## src/rtl/bfkd_pkg.sv

```systemverilog
package bfkd_pkg;

   // Default queue size
   localparam int DEFAULT_QUEUE_DEPTH = 64;

   // Field widths of the request and response items
   localparam int VALUE_W  = 8;
   localparam int POS_W    = 7;
   localparam int COUNT_W  = 7;
   localparam int STATUS_W = 2;
   localparam int KIND_W   = 2;

   // Packed stream widths, rounded up to whole bytes
   localparam int REQ_DATA_W = 16;
   localparam int RSP_DATA_W = 24;

   // Request kinds carried on req_tuser
   typedef enum logic [KIND_W-1:0] {
      REQ_PUSH   = 2'd0,
      REQ_POP    = 2'd1,
      REQ_DELETE = 2'd2,
      REQ_INSERT = 2'd3
   } req_kind_type;

   // Response status codes
   typedef enum logic [STATUS_W-1:0] {
      ST_OK    = 2'd0,
      ST_EMPTY = 2'd1,
      ST_FULL  = 2'd2
   } status_type;

endpackage

```

## src/rtl/bfkd_ram.sv

```systemverilog
module bfkd_ram #(
   parameter int DEPTH  = bfkd_pkg::DEFAULT_QUEUE_DEPTH,
   parameter int ADDR_W = $clog2(DEPTH),
   parameter int DATA_W = bfkd_pkg::VALUE_W
) (
   input  logic              clock,
   input  logic              wr_en,
   input  logic [ADDR_W-1:0] wr_addr,
   input  logic [DATA_W-1:0] wr_data,
   input  logic [ADDR_W-1:0] rd_addr,
   output logic [DATA_W-1:0] rd_data
);

   logic [DATA_W-1:0] mem [DEPTH];
   logic [DATA_W-1:0] rd_data_ff;

   // Write one entry, read one entry with registered data
   always_ff @(posedge clock) begin
      if (wr_en) begin
         mem[wr_addr] <= wr_data;
      end
      rd_data_ff <= mem[rd_addr];
   end

   assign rd_data = rd_data_ff;

endmodule

```

## src/rtl/byte_fifo_with_key_delete_unit.sv

```systemverilog
// Byte queue of QUEUE_DEPTH entries held in a ring buffer in one synchronous RAM.
// Requests arrive on req_* (kind on req_tuser, end of an insert run on req_tlast),
// and each request yields exactly one response with the head byte, the entry count,
// a status and, for a delete, the number of entries removed. One request is worked
// at a time, and the next request is taken while the previous response still waits.
// Delete streams every entry through the RAM read port and writes the kept ones
// back compacted; insert moves the tail up one slot per cycle through the same port
// pair. Every request ends in S_HEAD_RD and S_HEAD_OUT, which read the head entry
// back from the RAM.
module byte_fifo_with_key_delete_unit #(
   parameter int QUEUE_DEPTH = bfkd_pkg::DEFAULT_QUEUE_DEPTH
) (
   input  logic                            clock,
   input  logic                            reset,
   input  logic                            req_tvalid,
   output logic                            req_tready,
   // value [7:0], position [14:8], zero [15]
   input  logic [bfkd_pkg::REQ_DATA_W-1:0] req_tdata,
   // req_type [1:0]
   input  logic [bfkd_pkg::KIND_W-1:0]     req_tuser,
   input  logic                            req_tlast,
   output logic                            rsp_tvalid,
   input  logic                            rsp_tready,
   // head_value [7:0], entry_count [14:8], status [16:15], removed_count [23:17]
   output logic [bfkd_pkg::RSP_DATA_W-1:0] rsp_tdata
);

   import bfkd_pkg::*;

   localparam int IDX_W = $clog2(QUEUE_DEPTH);
   localparam int CNT_W = $clog2(QUEUE_DEPTH + 1);
   localparam int SUM_W = CNT_W + 1;
   localparam int CMP_W = (CNT_W > POS_W) ? CNT_W : POS_W;

   typedef enum logic [2:0] {
      S_IDLE,
      S_PUSH,
      S_POP,
      S_DEL,
      S_INS,
      S_PUT,
      S_HEAD_RD,
      S_HEAD_OUT
   } state_type;

   state_type            state_ff;
   logic [IDX_W-1:0]     head_ff;
   logic [CNT_W-1:0]     occ_ff;
   logic [CNT_W-1:0]     cursor_ff;
   logic                 in_run_ff;
   logic [VALUE_W-1:0]   value_ff;
   logic [CNT_W-1:0]     idx_ff;
   logic [CNT_W-1:0]     wr_ff;
   logic                 pend_ff;
   logic [CNT_W-1:0]     rm_ff;
   status_type           status_ff;

   logic                 rsp_tvalid_ff;
   logic [VALUE_W-1:0]   rsp_head_ff;
   logic [COUNT_W-1:0]   rsp_count_ff;
   status_type           rsp_status_ff;
   logic [COUNT_W-1:0]   rsp_removed_ff;

   logic [VALUE_W-1:0]   req_value;
   logic [POS_W-1:0]     req_pos;
   logic                 full;
   logic [CMP_W-1:0]     cur_cand;
   logic [CNT_W-1:0]     cur_clamped;
   logic [CNT_W-1:0]     ins_src;

   logic                 mem_we;
   logic [IDX_W-1:0]     mem_waddr;
   logic [VALUE_W-1:0]   mem_wdata;
   logic [IDX_W-1:0]     mem_raddr;
   logic [VALUE_W-1:0]   mem_rdata;

   // Map a position counted from the head onto a ring slot
   function automatic logic [IDX_W-1:0] slot_of(input logic [IDX_W-1:0] head,
                                                input logic [CNT_W-1:0] logical);
      logic [SUM_W-1:0] sum;
      sum = SUM_W'(head) + SUM_W'(logical);
      if (sum >= SUM_W'(QUEUE_DEPTH)) begin
         sum = sum - SUM_W'(QUEUE_DEPTH);
      end
      return sum[IDX_W-1:0];
   endfunction

   assign req_value  = req_tdata[VALUE_W-1:0];
   assign req_pos    = req_tdata[VALUE_W +: POS_W];
   assign full       = (occ_ff >= CNT_W'(QUEUE_DEPTH));
   assign req_tready = (state_ff == S_IDLE);

   // Pick the insert slot: continue an open run, else start at position-1, clamp to count
   always_comb begin
      if (in_run_ff) begin
         cur_cand = CMP_W'(cursor_ff);
      end else if (req_pos == '0) begin
         cur_cand = '0;
      end else begin
         cur_cand = CMP_W'(req_pos - POS_W'(1));
      end
      if (cur_cand > CMP_W'(occ_ff)) begin
         cur_clamped = occ_ff;
      end else begin
         cur_clamped = cur_cand[CNT_W-1:0];
      end
   end

   assign ins_src = (idx_ff > cursor_ff) ? (idx_ff - CNT_W'(1)) : '0;

   // Drive the RAM ports from the current step
   always_comb begin
      mem_we    = 1'b0;
      mem_waddr = slot_of(head_ff, occ_ff);
      mem_wdata = value_ff;
      mem_raddr = head_ff;
      case (state_ff)
         S_PUSH: begin
            mem_we = !full;
         end
         S_DEL: begin
            mem_raddr = slot_of(head_ff, idx_ff);
            if (pend_ff && (mem_rdata != value_ff)) begin
               mem_we    = 1'b1;
               mem_waddr = slot_of(head_ff, wr_ff);
               mem_wdata = mem_rdata;
            end
         end
         S_INS: begin
            mem_raddr = slot_of(head_ff, ins_src);
            if (pend_ff) begin
               mem_we    = 1'b1;
               mem_waddr = slot_of(head_ff, wr_ff);
               mem_wdata = mem_rdata;
            end
         end
         S_PUT: begin
            mem_we    = 1'b1;
            mem_waddr = slot_of(head_ff, cursor_ff);
         end
         default: begin
            mem_raddr = head_ff;
         end
      endcase
   end

   bfkd_ram #(
      .DEPTH  (QUEUE_DEPTH),
      .ADDR_W (IDX_W),
      .DATA_W (VALUE_W)
   ) u_ram (
      .clock   (clock),
      .wr_en   (mem_we),
      .wr_addr (mem_waddr),
      .wr_data (mem_wdata),
      .rd_addr (mem_raddr),
      .rd_data (mem_rdata)
   );

   // Sequence each request and hold the response
   always_ff @(posedge clock) begin
      if (reset) begin
         state_ff      <= S_IDLE;
         head_ff       <= '0;
         occ_ff        <= '0;
         cursor_ff     <= '0;
         in_run_ff     <= 1'b0;
         pend_ff       <= 1'b0;
         rsp_tvalid_ff <= 1'b0;
      end else begin
         // Drop a taken response unless the next one replaces it this cycle
         if (rsp_tvalid_ff && rsp_tready && (state_ff != S_HEAD_OUT)) begin
            rsp_tvalid_ff <= 1'b0;
         end
         case (state_ff)
            S_IDLE: begin
               if (req_tvalid) begin
                  value_ff  <= req_value;
                  status_ff <= ST_OK;
                  rm_ff     <= '0;
                  idx_ff    <= '0;
                  wr_ff     <= '0;
                  pend_ff   <= 1'b0;
                  case (req_kind_type'(req_tuser))
                     REQ_PUSH: begin
                        in_run_ff <= 1'b0;
                        state_ff  <= S_PUSH;
                     end
                     REQ_POP: begin
                        in_run_ff <= 1'b0;
                        state_ff  <= S_POP;
                     end
                     REQ_DELETE: begin
                        in_run_ff <= 1'b0;
                        state_ff  <= S_DEL;
                     end
                     default: begin
                        cursor_ff <= cur_clamped;
                        in_run_ff <= !req_tlast;
                        if (full) begin
                           status_ff <= ST_FULL;
                           state_ff  <= S_HEAD_RD;
                        end else begin
                           idx_ff   <= occ_ff;
                           state_ff <= S_INS;
                        end
                     end
                  endcase
               end
            end
            S_PUSH: begin
               if (full) begin
                  status_ff <= ST_FULL;
               end else begin
                  occ_ff <= occ_ff + CNT_W'(1);
               end
               state_ff <= S_HEAD_RD;
            end
            S_POP: begin
               if (occ_ff == '0) begin
                  status_ff <= ST_EMPTY;
               end else begin
                  head_ff <= (head_ff == IDX_W'(QUEUE_DEPTH - 1)) ? '0
                                                                  : head_ff + IDX_W'(1);
                  occ_ff  <= occ_ff - CNT_W'(1);
               end
               state_ff <= S_HEAD_RD;
            end
            S_DEL: begin
               // Issue the next read, then keep or drop the entry that came back
               if (idx_ff < occ_ff) begin
                  idx_ff  <= idx_ff + CNT_W'(1);
                  pend_ff <= 1'b1;
               end else begin
                  pend_ff <= 1'b0;
               end
               if (pend_ff) begin
                  if (mem_rdata == value_ff) begin
                     rm_ff <= rm_ff + CNT_W'(1);
                  end else begin
                     wr_ff <= wr_ff + CNT_W'(1);
                  end
               end
               if ((idx_ff >= occ_ff) && !pend_ff) begin
                  occ_ff   <= wr_ff;
                  state_ff <= S_HEAD_RD;
               end
            end
            S_INS: begin
               // Move entries up one slot, from the tail down to the cursor
               if (idx_ff > cursor_ff) begin
                  wr_ff   <= idx_ff;
                  idx_ff  <= idx_ff - CNT_W'(1);
                  pend_ff <= 1'b1;
               end else begin
                  pend_ff <= 1'b0;
               end
               if ((idx_ff <= cursor_ff) && !pend_ff) begin
                  state_ff <= S_PUT;
               end
            end
            S_PUT: begin
               occ_ff    <= occ_ff + CNT_W'(1);
               cursor_ff <= cursor_ff + CNT_W'(1);
               state_ff  <= S_HEAD_RD;
            end
            S_HEAD_RD: begin
               state_ff <= S_HEAD_OUT;
            end
            S_HEAD_OUT: begin
               if (!rsp_tvalid_ff || rsp_tready) begin
                  rsp_tvalid_ff  <= 1'b1;
                  rsp_head_ff    <= (occ_ff != '0) ? mem_rdata : '0;
                  rsp_count_ff   <= COUNT_W'(occ_ff);
                  rsp_status_ff  <= status_ff;
                  rsp_removed_ff <= COUNT_W'(rm_ff);
                  state_ff       <= S_IDLE;
               end
            end
            default: begin
               state_ff <= S_IDLE;
            end
         endcase
      end
   end

   assign rsp_tvalid = rsp_tvalid_ff;
   assign rsp_tdata  = {rsp_removed_ff, rsp_status_ff, rsp_count_ff, rsp_head_ff};

   // Occupancy never passes the queue size
   assert property (@(posedge clock) disable iff (reset)
      occ_ff <= CNT_W'(QUEUE_DEPTH))
      else $error("occupancy above queue depth");

   // Compaction write pointer never overtakes the read pointer
   assert property (@(posedge clock) disable iff (reset)
      (state_ff == S_DEL) |-> (wr_ff <= idx_ff))
      else $error("delete write pointer ahead of read pointer");

   // Insert slot stays within the queue while shifting
   assert property (@(posedge clock) disable iff (reset)
      (state_ff == S_INS) |-> ((cursor_ff <= occ_ff) && (idx_ff <= occ_ff)))
      else $error("insert cursor beyond count");

   // An empty status is reported only with an entry count of zero
   assert property (@(posedge clock) disable iff (reset)
      (rsp_tvalid_ff && (rsp_status_ff == ST_EMPTY)) |-> (rsp_count_ff == '0))
      else $error("empty status with entries present");

   // A taken request closes the input until its work is done
   assert property (@(posedge clock) disable iff (reset)
      (req_tvalid && req_tready) |=> !req_tready)
      else $error("request taken while busy");

endmodule
```

## config.mk

```make
export PLATFORM = sky130hd
export DESIGN_NAME = byte_fifo_with_key_delete_unit
export DESIGN_NICKNAME = d
export VERILOG_FILES = /design/src/rtl/bfkd_pkg.sv /design/src/rtl/bfkd_ram.sv /design/src/rtl/byte_fifo_with_key_delete_unit.sv
export SDC_FILE = /design/constraint.sdc
export NUM_CORES = 1
export LEC_CHECK = 0
export ABC_AREA = 1
export BUFFER_PORTS_ARGS = -buffer_cell sky130_fd_sc_hd__buf_2
export CORE_AREA = 3 3 258 260
export CTS_BUF_LIST = sky130_fd_sc_hd__clkbuf_8
export CTS_CLUSTER_SIZE = 25
export DETAILED_ROUTE_END_ITERATION = 8
export DIE_AREA = 0 0 261 263
export GPL_ROUTABILITY_DRIVEN = 0
export GPL_TIMING_DRIVEN = 1
export MAX_ROUTING_LAYER = met4
export PLACE_DENSITY_LB_ADDON = 0.05
export SLEW_MARGIN = 0
export SYNTH_ARGS = -nofsm -noshare
export SYNTH_HDL_FRONTEND = slang
export SYNTH_HIERARCHICAL = 1
export SYNTH_SLANG_ARGS = --single-unit
```

## constraint.sdc

```tcl
create_clock -name clock -period 10.2 [get_ports clock]
set_clock_uncertainty 0.05 [all_clocks]
set_input_delay 1.02 -clock clock [delete_from_list [all_inputs] [get_ports clock]]
set_output_delay 1.02 -clock clock [all_outputs]
set_load 0.1 [all_outputs]
```

; ---- After elaboration in Yosys (flattened, before gate mapping)
; Memories as Yosys holds them, arrays and structs flattened. A register that Yosys moved wholly into a read port is not among the register bits.
; Index checks and enable logic that the tools add are counted.
[word_totals]
ff_bits = 81
latch_bits = 0
ram_bits = 512
mem_bits_ro = 0
input_bits = 23
out_inout_bits = 26
wordCells = 174
mem_count = 1
[memory_table]
columns = memory, depth, word_bits, read_ports, rd_ports_with_merged_regs, write_ports, line_no
row1 = u_ram.mem, 64, 8, 1, 1, 1, bfkd_ram.sv:14  ; logic [DATA_W-1:0] mem [DEPTH];
[classes]
add_sub_neg = 19
n_mul = 0
n_div = 0
n_lt_le_gt_ge = 11
n_eq_ne = 27
n_shift = 0
muxes = 64
n_bitwise = 2
n_reduce_logical = 34
[op_table]
columns = cell, n
row1 = $mux 7, 20
row2 = $mux 6, 8
row3 = $pmux 7 s3, 2
row4 = $add 6x7->8, 5
row5 = $ge 8x7->1 const B, 5
row6 = $add 7x1->7 const B, 5
row7 = $sub 6x1->6 const B, 5
row8 = $ne 2x2->1 const B, 14
row9 = $pmux 7 s2, 2
row10 = $pmux 7 s4, 1
row11 = $sub 7x1->7 const B, 3
row12 = $pmux 3 s6, 1
row13 = $pmux 6 s3, 1
row14 = $mux 8, 2
row15 = $pmux 8 s2, 1
row16 = $reduce_and 5->1, 3
row17 = $gt 7x7->1, 2
row18 = $logic_not 7->1, 2
row19 = $eq 3x3->1 const B, 4
row20 = $mux 2, 6
row21 = $mux 3, 4
row22 = $pmux 6 s2, 1
row23 = $mux 1, 11
row24 = $pmux 3 s3, 1
row25 = 31 further kinds, 48

; ---- Longest topological paths before layout
[depth]
word_depth = 8
ltp_mapped = 23
ltp_nobuf = 20

; ---- Hierarchy
; The synthesis kept the hierarchy.
[by_module_without_submodules]
columns = module, instances, cells_each, area_per_inst_um2
row1 = bfkd_ram, 1, 1822, 21291.7
row2 = byte_fifo_with_key_delete_unit, 1, 836, 6266.0

; ---- Worst setup path before layout
; Ideal clock, no wire load.
[synth_timing]
path_kind = register to register
from = register value_ff[3]
to = memory u_ram/mem[0][1] (netlist bit) (data pin)
setup_ps = 702
t_arrival_ps = 3723
t_required_ps = 9448
setup_slack_ps = 5725
stages_incl_launch_ff = 9
n_path_buf = 1
synth_period_minus_slack_ps = 4475
cell_sequence = edfxtp_1 nand2_1 nand2_1 nor2_1 nand2_1 o21ai_4 o22ai_4 buf_6 o21ai_0
[synth_between]
elab_chain_len = 4
[synth_lines]
columns = item, line_no
row1 = from (decl), byte_fifo_with_key_delete_unit.sv:51  ; logic [VALUE_W-1:0] value_ff;
row2 = from (signal assigned), byte_fifo_with_key_delete_unit.sv:178  ; value_ff <= req_value;
row3 = $ne 8x8->1, byte_fifo_with_key_delete_unit.sv:123  ; if (pend_ff && (mem_rdata != value_ff)) begin
row4 = $logic_and 1x1->1, byte_fifo_with_key_delete_unit.sv:123
row5 = $mux 8, byte_fifo_with_key_delete_unit.sv:123
row6 = $pmux 8 s2, byte_fifo_with_key_delete_unit.sv:117  ; case (state_ff)
row7 = net mem_wdata[1], byte_fifo_with_key_delete_unit.sv:73  ; logic [VALUE_W-1:0] mem_wdata;
row8 = to (decl), bfkd_ram.sv:14
; The timed path passes the listed nets, and every way through them passes these cells.

; ---- Worst setup path after layout
[layout_timing]
from = register cursor_ff[5]
to = register u_ram.rd_data_ff[0], in the netlist u_ram/rd_data[0], read port of u_ram.mem
[layout_between]
elab_chain_len = 6
elab_cells_between_ends = 7
classes_between = add/sub (2) / order compare (2) / mux (3)
[layout_lines]
columns = item, line_no
row1 = from (decl), byte_fifo_with_key_delete_unit.sv:49  ; logic [CNT_W-1:0] cursor_ff;
row2 = from (signal assigned), byte_fifo_with_key_delete_unit.sv:198  ; cursor_ff <= cur_clamped;
row3 = from (signal assigned), byte_fifo_with_key_delete_unit.sv:264  ; cursor_ff <= cursor_ff + CNT_W'(1);
row4 = $gt 7x7->1 (*), byte_fifo_with_key_delete_unit.sv:109  ; assign ins_src = (idx_ff > cursor_ff) ? (idx_ff - CNT_W'(1)) : '0;
row5 = $mux 7 (*), byte_fifo_with_key_delete_unit.sv:109
row6 = $add 6x7->8 (*), byte_fifo_with_key_delete_unit.sv:81  ; sum = SUM_W'(head) + SUM_W'(logical);
row7 = $ge 8x7->1 or $sub 6x1->6 (tied branches), "byte_fifo_with_key_delete_unit.sv:82, byte_fifo_with_key_delete_unit.sv:83"
row8 = $mux 6 (*), byte_fifo_with_key_delete_unit.sv:82  ; if (sum >= SUM_W'(QUEUE_DEPTH)) begin
row9 = $pmux 6 s2 (*), byte_fifo_with_key_delete_unit.sv:117
row10 = net mem_raddr[0], byte_fifo_with_key_delete_unit.sv:74  ; logic [IDX_W-1:0] mem_raddr;
row11 = to (decl), bfkd_ram.sv:15  ; logic [DATA_W-1:0] rd_data_ff;
; The timed path passes the listed nets; every way through them passes the cells marked *.
; A chain may end at the register's enable or synchronous reset.

==> results.json <==
{
  "drv_slew": 0,
  "numPortBuffers": 47,
  "crit_family": "buffers and inverters",
  "power_density_nw_per_um2": 299.5,
  "hold_violations": 0,
  "slew_headroom_pct": 15.65,
  "syn-num-nets": 2743,
  "antenna_found_initial": 2,
  "track_usage_pct": 22.28,
  "die_area_um2": 68640,
  "post-route-drc-count": 0,
  "tns_ps": 0,
  "yosysSeqAreaShare_pct": 64.25,
  "detail_route.vias_per_cell": 5.295,
  "clk_root_buffer_cell": "clkbuf_8",
  "num_rows": 93,
  "syn_area_um2": 27560,
  "final_cells": 3653,
  "cts_resized": 0,
  "synth-async-reset-ratio_pct": 0,
  "drt_iter0_drc": 1633,
  "tightestPinTransition_ps": 1264,
  "path_cells": "inv_1 -> ha_1 -> nand2_1 -> nor2_1 -> nand2_1 -> a21oi_1 -> nand2_1 -> a21boi_0 -> ha_1 -> nand2_1 -> o21ai_4 -> buf_4 -> inv_6 -> buf_4 -> nand2_1 -> nand3_1 -> nand3_1 -> nand2_1 -> nand2_1 -> nand3_1 -> nand3_1 -> nand2_1",
  "dr_total_vias": 19340,
  "htree_levels": 3,
  "nets": 2799,
  "cp-end-kind": "flop",
  "ys_types": 47,
  "drive_gt1_share_pct": 8.801,
  "wl_um": 74370,
  "start_kind": "flop",
  "crit_path_max_incr_delay_ps": 900,
  "dieHeight_um": 263,
  "yosys_warnings": 6,
  "postCtsSetupBuffers": 0,
  "synth_edf_count": 567,
  "placed_area_um2": 28400,
  "rsz0062_at_grt": "false",
  "start_util_pct": 42.83,
  "wl_per_cell_um": 20.36,
  "core_area_um2": 64350,
  "p_total_w": 0.009098,
  "path_buf_inv": 4,
  "clk_latency_ps": 710,
  "crit_fanout": 126,
  "crit_type": "flop to flop",
  "postCtsHoldBufs": 0,
  "cts_buffers": 103,
  "grt_pass1_vias": 18590,
  "vdd_drop_max_mv": 0.2104,
  "synth_flop_cell": "edfxtp_1",
  "first_pass_iters": 5,
  "synthCells": 2658,
  "leakage_nw": 11.58,
  "place_hpwl_um": 43680,
  "synth.avg_cell_area_um2": 10.37,
  "design_area_um2": 30370,
  "grt_start_max_net_pins": 127,
  "cp.required_ps": 10760,
  "period_share_pct": 58.16,
  "synth_seq_cells": 601,
  "drtAntennaViolNets": 0,
  "ioPinCount": 49,
  "cap_violations": 0,
  "clk_pin_slew_worst_paths_ps": 60,
  "hold-worst-slack_ps": 370.2,
  "die-width_um": 261,
  "grt_pass1_wl_um": 112600,
  "yosysTopAreaCellShare_pct": 61.78,
  "arrival_ps": 6490,
  "synthTopCellsByArea": "edfxtp_1, nand2_1, nand3_1",
  "cpMaxStageDelayCell": "buf_4",
  "setup_viol": 0,
  "crit_path_frequent_cell": "nand2_1",
  "status": "completed",
  "hp-class": "flop to flop",
  "gr-total-overflow": 0,
  "placed_cells": 3464,
  "cts.sinks": 601,
  "yosys.area.top_type": "edfxtp_1",
  "syn_to_final_growth_pct": 10.22,
  "cts_buffer_depth": 3,
  "finalCriticalPeriod_ps": 5933,
  "tritoncts": "yes",
  "fmax_mhz": 168.6
}
==> kinds of logic after synthesis <==
family,synth area share (%)
adders and majority gates,2.951
and+or+nand+nor,24.07
buffers and inverters,4.704
xor gates and xnor gates,0.7310
AOI/OAI and AO/OA,3.292
DFF,64.25
==> power by group <==
group | internal (W) | switching, W
Sequential | 0.00297 | 0.000150
Clock | 0.00111 | 0.000980
Combinational | 0.00103 | 0.00285
Total | 0.00512 | 0.00398
==> registers in the layout, summed over array words and instances (netlist names) <==
name,cells
head_ff,6
cursor_ff,7
rsp_tvalid,1
pend_ff,1
rsp_removed_ff,7
rsp_count_ff,7
u_ram/rd_data,8
state_ff,3
value_ff,8
status_ff,2
rsp_status_ff,2
u_ram/mem,512
in_run_ff,1
rsp_head_ff,8
occ_ff,7
rm_ff,7
idx_ff,7
wr_ff,7
==> area by class of cell <==
cell class	count	area [um^2]
flip-flops and latches	601	17710
diodes	3	7.507
fillers	6032	33980
clock inverters	73	412.9
repair buffers	74	437.9
multi-input cells	1803	8681
well taps	855	1070
inverters	131	501.7
clock buffers	113	1555
==> cell usage in the layout, fill, tap and decap left out, drive strengths merged, types with 2 or more instances in the layout <==
| cell | Yosys | final |
|---|---|---|
| nand3b | 7 | 7 |
| o22ai | 10 | 10 |
| xor2 | 16 | 16 |
| nand3 | 496 | 496 |
| ha | 57 | 57 |
| a21oi | 57 | 57 |
| a32o | 3 | 3 |
| inv | 130 | 171 |
| buf | 110 | 74 |
| o211ai | 6 | 6 |
| nor2 | 152 | 152 |
| nor3 | 20 | 20 |
| clkbuf | 13 | 113 |
| clkinv | 1 | 29 |
| o21a | 3 | 3 |
| o21ai | 61 | 61 |
| a31oi | 2 | 2 |
| diode | 0 | 3 |
| edfxtp | 567 | 567 |
| nand4 | 10 | 10 |
| bufinv | 0 | 4 |
| or2 | 6 | 6 |
| nor3b | 2 | 2 |
| nand2 | 870 | 870 |
| a21boi | 5 | 5 |
| fa | 5 | 5 |
| dfxtp | 34 | 34 |
| xnor2 | 7 | 7 |
==> synth_stat cells (7+ instances only) <==
cell and number:
nand2_1 865, edfxtp_1 567, nand3_1 496, nor2_1 147
inv_1 119, buf_2 59, ha_1 57, a21oi_1 56
o21ai_0 53, dfxtp_1 34, buf_6 28, nor3_1 20
xor2_1 16, clkbuf_1 13, buf_1 12, inv_2 10
nand4_1 10, buf_4 9, o22ai_1 9, nand3b_1 7
xnor2_1 7
==> worst paths after layout <==
check / from / endpoint / slack (ps) / cells after the start
worst max-delay path: cursor_ff[5] / u_ram/rd_data[0] / 4270 / 22
worst min-delay path: status_ff[1] / rsp_status_ff[1] / 370 / 0
worst max register to register: cursor_ff[5] / u_ram/rd_data[0] / 4270 / 22
worst min register to register: status_ff[1] / rsp_status_ff[1] / 370 / 0
==> worst register-to-register path: stages, from the launching register on <==
cell and delay (ps):
dfxtp_1 470, inv_1 130, ha_1 290, nand2_1 90, nor2_1 120, nand2_1 60
a21oi_1 400, nand2_1 230, a21boi_0 240, ha_1 260, nand2_1 110, o21ai_4 60
buf_4 400, inv_6 920, buf_4 910, nand2_1 210, nand3_1 110, nand3_1 130
nand2_1 230, nand2_1 90, nand3_1 160, nand3_1 110, nand2_1 80
==> routing by layer <==
layer | track usage, % | share of wire [%] | vias to the layer above
met5 | - | 0 | -
met4 | 7.746 | 3.0 | 0
met3 | 3.713 | 6.2 | 146
met2 | 34.92 | 47 | 579
met1 | 29.48 | 44 | 9304
li1 | - | - | 9315
==> per-stage QoR <==
stage	utilization, %	setup WS (ps)
final	47.20	4267
after global routing	47.20	3689
after CTS	47.19	4171
after detailed placement	44.13	4218
after global placement	44.13	4205
after floorplan	-	5725
Note: power is estimated with default switching activity, not from simulation.
